<file path="src/rtl/rpm_pkg.sv">
// ----------------------------------------------------------------------------
// rpm_pkg
// types and constants of the rpc port mapping table
// ----------------------------------------------------------------------------
package rpm_pkg;

  // table size and slot index width
  localparam int TABLE_DEPTH = 16;
  localparam int IDX_W       = (TABLE_DEPTH > 2) ? $clog2(TABLE_DEPTH) : 1;

  // fixed values of the protocol
  localparam logic [31:0] LOOPBACK_ADDR = 32'h0100_007F;
  localparam logic [31:0] LOW_START     = 32'd100;

  // operation codes
  typedef enum logic [1:0] {
    KIND_SET     = 2'd0,
    KIND_UNSET   = 2'd1,
    KIND_GETPORT = 2'd2,
    KIND_QUERY   = 2'd3
  } rpm_kind_t;

  // query status codes
  typedef enum logic [1:0] {
    ST_HANDLED  = 2'd0,
    ST_UNAVAIL  = 2'd1,
    ST_MISMATCH = 2'd2
  } rpm_status_t;

  // input beat
  typedef struct packed {
    rpm_kind_t   kind;
    logic [31:0] source_addr;
    logic        internal_reg;
    logic [31:0] program_req;
    logic [31:0] version;
    logic [7:0]  protocol;
    logic [15:0] port_in;
  } rpm_in_t;

  // result beat
  typedef struct packed {
    logic        accepted;
    logic [15:0] port_out;
    logic [1:0]  query_status;
    logic [31:0] version_high;
    logic [31:0] version_low;
  } rpm_out_t;

  // one table slot
  typedef struct packed {
    logic        valid;
    logic [31:0] prog;
    logic [31:0] version;
    logic [7:0]  protocol;
    logic [15:0] port;
    logic        handler;
  } rpm_entry_t;

  // summary gathered by the scan unit over one pass
  typedef struct packed {
    logic             allowed;
    logic             dup;
    logic             free_seen;
    logic [IDX_W-1:0] free_idx;
    logic             unset_hit;
    logic [15:0]      port;
    logic             prog_seen;
    logic             handled;
    logic [31:0]      hi;
    logic [31:0]      lo;
  } rpm_scan_t;

endpackage

</file>
<file path="src/rtl/rpm_cell.sv">
// ----------------------------------------------------------------------------
// rpm_cell
// one slot of the table ring: shifts from its neighbor or loads a new entry
// ----------------------------------------------------------------------------
module rpm_cell (
  input  logic               clk,
  input  logic               rst_n,
  input  logic               shift_en,
  input  rpm_pkg::rpm_entry_t shift_in,
  input  logic               load_en,
  input  rpm_pkg::rpm_entry_t load_in,
  output rpm_pkg::rpm_entry_t entry
);
  import rpm_pkg::*;

  logic       valid_r;
  rpm_entry_t data_r;

  // valid flag, cleared by reset
  always_ff @(posedge clk) begin
    if (!rst_n) begin
      valid_r <= 1'b0;
    end else if (load_en) begin
      valid_r <= load_in.valid;
    end else if (shift_en) begin
      valid_r <= shift_in.valid;
    end
  end

  // slot contents, meaningful only while valid
  always_ff @(posedge clk) begin
    if (load_en) begin
      data_r <= load_in;
    end else if (shift_en) begin
      data_r <= shift_in;
    end
  end

  always_comb begin
    entry       = data_r;
    entry.valid = valid_r;
  end

endmodule

</file>
<file path="src/rtl/rpm_scan.sv">
// ----------------------------------------------------------------------------
// rpm_scan
// looks at the head slot of the ring each cycle and accumulates the result
// ----------------------------------------------------------------------------
module rpm_scan (
  input  logic                     clk,
  input  logic                     init,
  input  logic                     step,
  input  logic [rpm_pkg::IDX_W-1:0] cnt,
  input  rpm_pkg::rpm_in_t         op,
  input  rpm_pkg::rpm_entry_t      head,
  output rpm_pkg::rpm_entry_t      head_nxt,
  output rpm_pkg::rpm_scan_t       summary
);
  import rpm_pkg::*;

  rpm_scan_t acc_r;
  rpm_scan_t acc_nxt;
  logic      allowed;
  logic      prog_eq;
  logic      vers_eq;
  logic      pv_hit;
  logic      trip_hit;
  logic      clear_head;

  // compare the head slot against the operation
  assign allowed    = op.internal_reg || (op.source_addr == LOOPBACK_ADDR);
  assign prog_eq    = head.valid && (head.prog == op.program_req);
  assign vers_eq    = head.version == op.version;
  assign pv_hit     = prog_eq && vers_eq;
  assign trip_hit   = pv_hit && (head.protocol == op.protocol);
  assign clear_head = (op.kind == KIND_UNSET) && allowed && pv_hit;

  // head goes back into the ring, dropped if an allowed unset matches it
  always_comb begin
    head_nxt = head;
    if (clear_head) begin
      head_nxt.valid = 1'b0;
    end
  end

  // accumulate over the pass, the operation register is settled once stepping
  always_comb begin
    acc_nxt = acc_r;
    if (init) begin
      acc_nxt           = '0;
      acc_nxt.lo        = LOW_START;
    end else if (step) begin
      acc_nxt.allowed = allowed;
      if (trip_hit) begin
        acc_nxt.dup  = 1'b1;
        acc_nxt.port = head.port;
      end
      if (!head.valid && !acc_r.free_seen) begin
        acc_nxt.free_seen = 1'b1;
        acc_nxt.free_idx  = cnt;
      end
      if (clear_head) begin
        acc_nxt.unset_hit = 1'b1;
      end
      if (prog_eq) begin
        acc_nxt.prog_seen = 1'b1;
        if (vers_eq && head.handler) begin
          acc_nxt.handled = 1'b1;
        end else begin
          if (head.version > acc_r.hi) begin
            acc_nxt.hi = head.version;
          end
          if (head.version < acc_r.lo) begin
            acc_nxt.lo = head.version;
          end
        end
      end
    end
  end

  always_ff @(posedge clk) begin
    acc_r <= acc_nxt;
  end

  assign summary = acc_r;

endmodule

</file>
<file path="src/rtl/rpc_port_mapping_table.sv">
// ----------------------------------------------------------------------------
// rpc_port_mapping_table
// bounded rpc port mapping table built as a rotating ring of slot cells
// ----------------------------------------------------------------------------
//  channel  ports                        handshake
//  input    start, busy, in_item         beat taken when start && !busy
//  result   out_valid, out_result        one-cycle strobe, no back pressure
//
//  after accept the ring rotates once past the scan unit (S_SCAN), then the free
//  slot is written and the result registered (S_DONE), then the strobe is shown.
//  busy is high from the cycle after accept until the result strobe cycle, so
//  the next beat can be taken in the strobe cycle, and never while busy.
//  synchronous active-low reset empties the table; results cannot be stalled.
// ----------------------------------------------------------------------------
module rpc_port_mapping_table (
  input  logic              clk,
  input  logic              rst_n,
  input  logic              start,
  output logic              busy,
  input  rpm_pkg::rpm_in_t  in_item,
  output logic              out_valid,
  output rpm_pkg::rpm_out_t out_result
);
  import rpm_pkg::*;

  typedef enum logic [1:0] {
    S_IDLE,
    S_SCAN,
    S_DONE
  } state_t;

  state_t           state_r;
  logic [IDX_W-1:0] cnt_r;
  rpm_in_t          op_r;
  logic             out_valid_r;
  rpm_out_t         out_r;

  logic             take;
  logic             shift_en;
  logic             set_ok;
  rpm_entry_t       ring [TABLE_DEPTH];
  rpm_entry_t       head_nxt;
  rpm_entry_t       new_entry;
  rpm_scan_t        summary;
  rpm_out_t         result;

  assign take     = start && (state_r == S_IDLE);
  assign shift_en = state_r == S_SCAN;
  assign busy     = state_r != S_IDLE;

  // scan unit on the head slot
  rpm_scan u_scan (
    .clk      (clk),
    .init     (take),
    .step     (shift_en),
    .cnt      (cnt_r),
    .op       (op_r),
    .head     (ring[0]),
    .head_nxt (head_nxt),
    .summary  (summary)
  );

  // new slot contents for a set
  always_comb begin
    new_entry          = '0;
    new_entry.valid    = 1'b1;
    new_entry.prog     = op_r.program_req;
    new_entry.version  = op_r.version;
    new_entry.protocol = op_r.protocol;
    new_entry.port     = op_r.port_in;
    new_entry.handler  = op_r.internal_reg;
  end

  assign set_ok = (op_r.kind == KIND_SET) && summary.allowed && !summary.dup &&
                  summary.free_seen;

  // ring of slot cells, head feeds back into the tail
  for (genvar i = 0; i < TABLE_DEPTH; i++) begin : g_cell
    rpm_entry_t nb;
    if (i == TABLE_DEPTH - 1) begin : g_tail
      assign nb = head_nxt;
    end else begin : g_body
      assign nb = ring[i+1];
    end
    rpm_cell u_cell (
      .clk      (clk),
      .rst_n    (rst_n),
      .shift_en (shift_en),
      .shift_in (nb),
      .load_en  ((state_r == S_DONE) && set_ok && (summary.free_idx == IDX_W'(i))),
      .load_in  (new_entry),
      .entry    (ring[i])
    );
  end

  // result fields from the pass summary
  always_comb begin
    result              = '0;
    result.version_low  = LOW_START;
    case (op_r.kind)
      KIND_SET: begin
        result.accepted = set_ok;
      end
      KIND_UNSET: begin
        result.accepted = summary.allowed && summary.unset_hit;
      end
      KIND_GETPORT: begin
        result.accepted = 1'b1;
        result.port_out = summary.port;
      end
      KIND_QUERY: begin
        result.accepted = 1'b1;
        if (summary.handled) begin
          result.query_status = ST_HANDLED;
        end else begin
          result.query_status = summary.prog_seen ? ST_MISMATCH : ST_UNAVAIL;
          result.version_high = summary.hi;
          result.version_low  = summary.lo;
        end
      end
      default: begin
        result.accepted = 1'b0;
      end
    endcase
  end

  // sequencer and result register
  always_ff @(posedge clk) begin
    if (!rst_n) begin
      state_r     <= S_IDLE;
      cnt_r       <= '0;
      out_valid_r <= 1'b0;
    end else begin
      out_valid_r <= 1'b0;
      case (state_r)
        S_IDLE: begin
          if (start) begin
            op_r    <= in_item;
            cnt_r   <= '0;
            state_r <= S_SCAN;
          end
        end
        S_SCAN: begin
          cnt_r <= cnt_r + 1'b1;
          if (cnt_r == IDX_W'(TABLE_DEPTH - 1)) begin
            state_r <= S_DONE;
          end
        end
        S_DONE: begin
          out_r       <= result;
          out_valid_r <= 1'b1;
          state_r     <= S_IDLE;
        end
        default: begin
          state_r <= S_IDLE;
        end
      endcase
    end
  end

  assign out_valid  = out_valid_r;
  assign out_result = out_r;

endmodule

</file>
<file path="config.mk">
export PLATFORM = sky130hd
export DESIGN_NAME = rpc_port_mapping_table
export DESIGN_NICKNAME = d
export VERILOG_FILES = /design/src/rtl/rpm_pkg.sv /design/src/rtl/rpm_cell.sv /design/src/rtl/rpm_scan.sv /design/src/rtl/rpc_port_mapping_table.sv
export SDC_FILE = /design/constraint.sdc
export NUM_CORES = 2
export LEC_CHECK = 0
export BUFFER_PORTS_ARGS = -buffer_cell sky130_fd_sc_hd__buf_2
export CAP_MARGIN = 20
export CORE_MARGIN = 1.5
export CORE_UTILIZATION = 30
export DETAILED_ROUTE_END_ITERATION = 8
export PLACE_DENSITY = 0.54
export SYNTH_ARGS = -nofsm -noshare
export SYNTH_HDL_FRONTEND = slang
export SYNTH_HIERARCHICAL = 1
export SYNTH_SLANG_ARGS = --single-unit
</file>
<file path="constraint.sdc">
create_clock -name clk -period 14.52 [get_ports clk]
set_clock_uncertainty 0.2 [all_clocks]
set_input_delay 1.452 -clock clk [delete_from_list [all_inputs] [get_ports clk]]
set_output_delay 1.452 -clock clk [all_outputs]
set_load 0.005 [all_outputs]
</file>
==> results.cfg <==
[logic_synthesis]
synth.avg_cell_area_um2 = 19.1
synth_seq_cells = 1743
synth_edf_count = 1630
synth-main-ff-cell = edfxtp_1
synth-async-reset-ratio = 0
syn_inst = 4240
yosysWarnings = 6
netlist_area_um2 = 81100
synth-seq-area-share = 0.632
synth_cell_types = 71

[floorplan]
rows = 190
core_area_um2 = 268000
dieArea_um2 = 273000
fp.dieH_um = 523
die_w_um = 523
start_util = 0.302
io-pin-count = 211

[sta]
tightest_slew_ns = 1.17
relSlewSlack = 0.223
finalCriticalPeriod_ns = 4.81
fmax_mhz = 208
rsz0062_at_grt = false
setup_tns_ns = 0
period_share = 0.331
final-max-slew-violation-count = 0
setup_viol = 0
finalHoldViolations = 0

[cts]
postCtsSetupRepairBufs = 0
cts_made_buffers = 185
root_buffer = clkbuf_16
cts-hold-fix-buffers = 0
insertion_delay_ns = 0.83
clkSinkCount = 1743
cts_max_level = 4
cts_tree = done
cts-resized-gates = 0
clk_pin_slew_ns = 0.06
max-clock-path-buffers = 3

[cells_and_area]
nets = 4653
seq_area_um2 = 51200
final_area_um2 = 90200
nFillCells = 25350
drive_gt1_frac = 0.452
multi_input_area_um2 = 26000
syn_to_final_growth_pct = 11.3

[drt]
wl_per_cell_um = 24.3
drt_iter0_drc = 2787
dr.pass1.iters = 8
drc_errors = 0
vias_per_cell = 4.66
drt_wl_total_um = 198000
via_count = 38059
ant_nets = 0

[power]
combinationalPowerShare = 0.054
p_sw_uw = 2480
power_density_nw_per_um2 = 125
irDropWorstVdd_mv = 0.116
power_uw = 11300
power.internal_uw = 8780
pwr-share-seq = 0.523
p_leak_uw = 0.0326
swShare = 0.220
clkPwrFrac = 0.423

[worst_setup_path]
cp-end-kind = register
critical_path_class = register to register
crit_required_ns = 14.89
worstReg2RegEnd = g_cell[4].u_cell/entry[82]$_DFFE_PP_
crit_path_max_fanout = 43
rrSetupSlack_ns = 9.71
rr_startpoint = op_r[121]$_DFFE_PP_
cp.arrival_ns = 5.18
reg2reg_depth = 6
startpoint_type = register

[hold_path]
hp-class = register to register
hp-start = u_scan/summary[88]$_SDFFE_PP0P_
min_delay_worst_endpoint = u_scan/summary[88]$_SDFFE_PP0P_
whs_path_depth = 2

[grt]
antenna_found_initial = 16
grt_max_degree = 92
grt_pass1_vias = 39574
grt_first_pass_wirelength_um = 290000
grtUsageTotal = 0.144
grt-ovfl-total = 0

[placement]
portBuffers = 210
globalplace.congestion = 0.771
place_area_um2 = 84000
place_hpwl_um = 113000

[status]
status = completed

[run]
max_cap_viol_count = 0
==> state kept, by name, summed over array words and instances, names as in the netlist <==
| name | cells |
|---|---|
| new_entry | 89 |
| state_r | 2 |
| cnt_r | 4 |
| g_cell.u_cell/valid_r | 16 |
| op_r | 34 |
| out_valid | 1 |
| g_cell.u_cell/entry | 1424 |
| out_result | 83 |
| u_scan/summary | 90 |
==> per-stage QoR <==
stage	util	hold slack (ns)	std cells	setup slack (ns)
after CTS	0.336	0.259	8165	9.74
after global routing	0.336	0.280	8169	9.54
after floorplan	-	0.237	4255	3.63
after global placement	0.313	0.245	7822	9.82
after detailed placement	0.313	0.249	7825	9.75
final	0.336	0.260	8170	9.71
==> cell families after synthesis <==
family / share of synthesized area
other: 0.0000463
DFF: 0.632
xor gates and xnor gates: 0.00713
AOI/OAI and AO/OA: 0.0127
muxes: 0.264
and+or+nand+nor: 0.0241
adders and majority gates: 0.00988
buffers and inverters: 0.0502
==> cell usage in the layout (no fill, tap or decap), types with 9 or more instances in the layout <==
cell type,n
edfxtp_1,1630
mux2_4,1248
buf_2,210
mux2_2,192
clkbuf_16,187
dfxtp_1,113
buf_4,105
and2_1,81
inv_1,77
nor2_1,67
ha_1,64
nand4_1,58
mux2i_1,53
a21oi_1,51
clkbuf_1,48
xnor2_1,42
clkinv_2,33
o31ai_1,32
xor2_1,24
clkinv_1,22
nand2b_1,20
nand3_1,16
clkbuf_8,16
or2_4,16
conb_1,16
o211a_1,16
nand2_1,15
nor2_4,14
bufinv_16,13
nor4_1,13
a21o_1,11
clkinv_16,9
buf_12,9
==> worst max-delay path, stage by stage, from the launching register on <==
cell      delay (ns)
edfxtp_1        0.45
nor3b_2         0.35
nand4b_1        0.43
nor2_4          0.96
buf_4           0.72
buf_4           0.85
mux2_4          0.35
==> cells in the mapped netlist (3+ instances only) <==
library cell     n  area (um2)
edfxtp_1      1630       48900
mux2_4        1248       18700
mux2_2         192        2160
dfxtp_1        113        2260
buf_12         112        2240
buf_4          106         796
and2_1          81         507
nor2_1          80         300
inv_1           77         289
ha_1            64         801
nand4_1         58         363
mux2i_1         53         531
a21oi_1         51         255
xnor2_1         42         368
o31ai_1         32         240
buf_6           24         270
xor2_1          24         210
clkbuf_1        23        86.3
nand2b_1        20         125
buf_2           19        95.1
or2_2           18         113
buf_8           16         240
nand3_1         16        80.1
o211a_1         16         160
nand2_1         15        56.3
nor4_1          13        81.3
a21o_1          11        82.6
nor3_1          10        50.1
clkbuf_2         6        30.0
a31oi_1          4        25.0
and3_1           4        25.0
nor2b_1          4        25.0
a211oi_1         3        22.5
a221o_1          3        30.0
and4_1           3        26.3
o21ai_0          3        15.0
or3_1            3        18.8
==> power groups by stage <==
stage,Sequential [uW],Clock [uW],Combinational [uW]
2_1_floorplan,5970,0,409
3_3_place_gp,6000,0,606
3_5_place_dp,6000,0,610
4_1_cts,5900,4900,615
5_1_grt,5910,5090,650
6_report,5890,4760,607
==> per-layer routing <==
layer,global-route usage,vias up,share of wire
met5,0,-,0.00020
met4,0.0342,8,0.019
met3,0.0242,243,0.045
met2,0.230,877,0.46
met1,0.202,20265,0.47
li1,-,16666,-
==> final cells by class <==
type                    instances  area share
clock inverters                89      0.0116
clock buffers                 251      0.0563
well taps                    3552      0.0492
multi-input cells            2127       0.288
diodes                          2   0.0000555
repair buffers                329      0.0236
flip-flops and latches       1743       0.567
inverters                      77     0.00320
==> how the worst max path moves through the flow <==
| stage | startpoint | endpoint | slack (ns) | cells past startpoint |
|---|---|---|---|---|
| after floorplan | rst_n | new_entry[0]$_DFFE_PP_ | 3.63 | 2 |
| after global placement | new_entry[59]$_DFFE_PP_ | u_scan/summary[1]$_SDFFE_PP0P_ | 9.82 | 7 |
| after detailed placement | op_r[121]$_DFFE_PP_ | g_cell[4].u_cell/entry[80]$_DFFE_PP_ | 9.75 | 6 |
| after CTS | op_r[121]$_DFFE_PP_ | g_cell[4].u_cell/entry[11]$_DFFE_PP_ | 9.74 | 6 |
| after global routing | op_r[121]$_DFFE_PP_ | g_cell[4].u_cell/entry[68]$_DFFE_PP_ | 9.54 | 6 |
| final | op_r[121]$_DFFE_PP_ | g_cell[4].u_cell/entry[82]$_DFFE_PP_ | 9.71 | 6 |
Note: power is estimated with default switching activity, not from simulation.
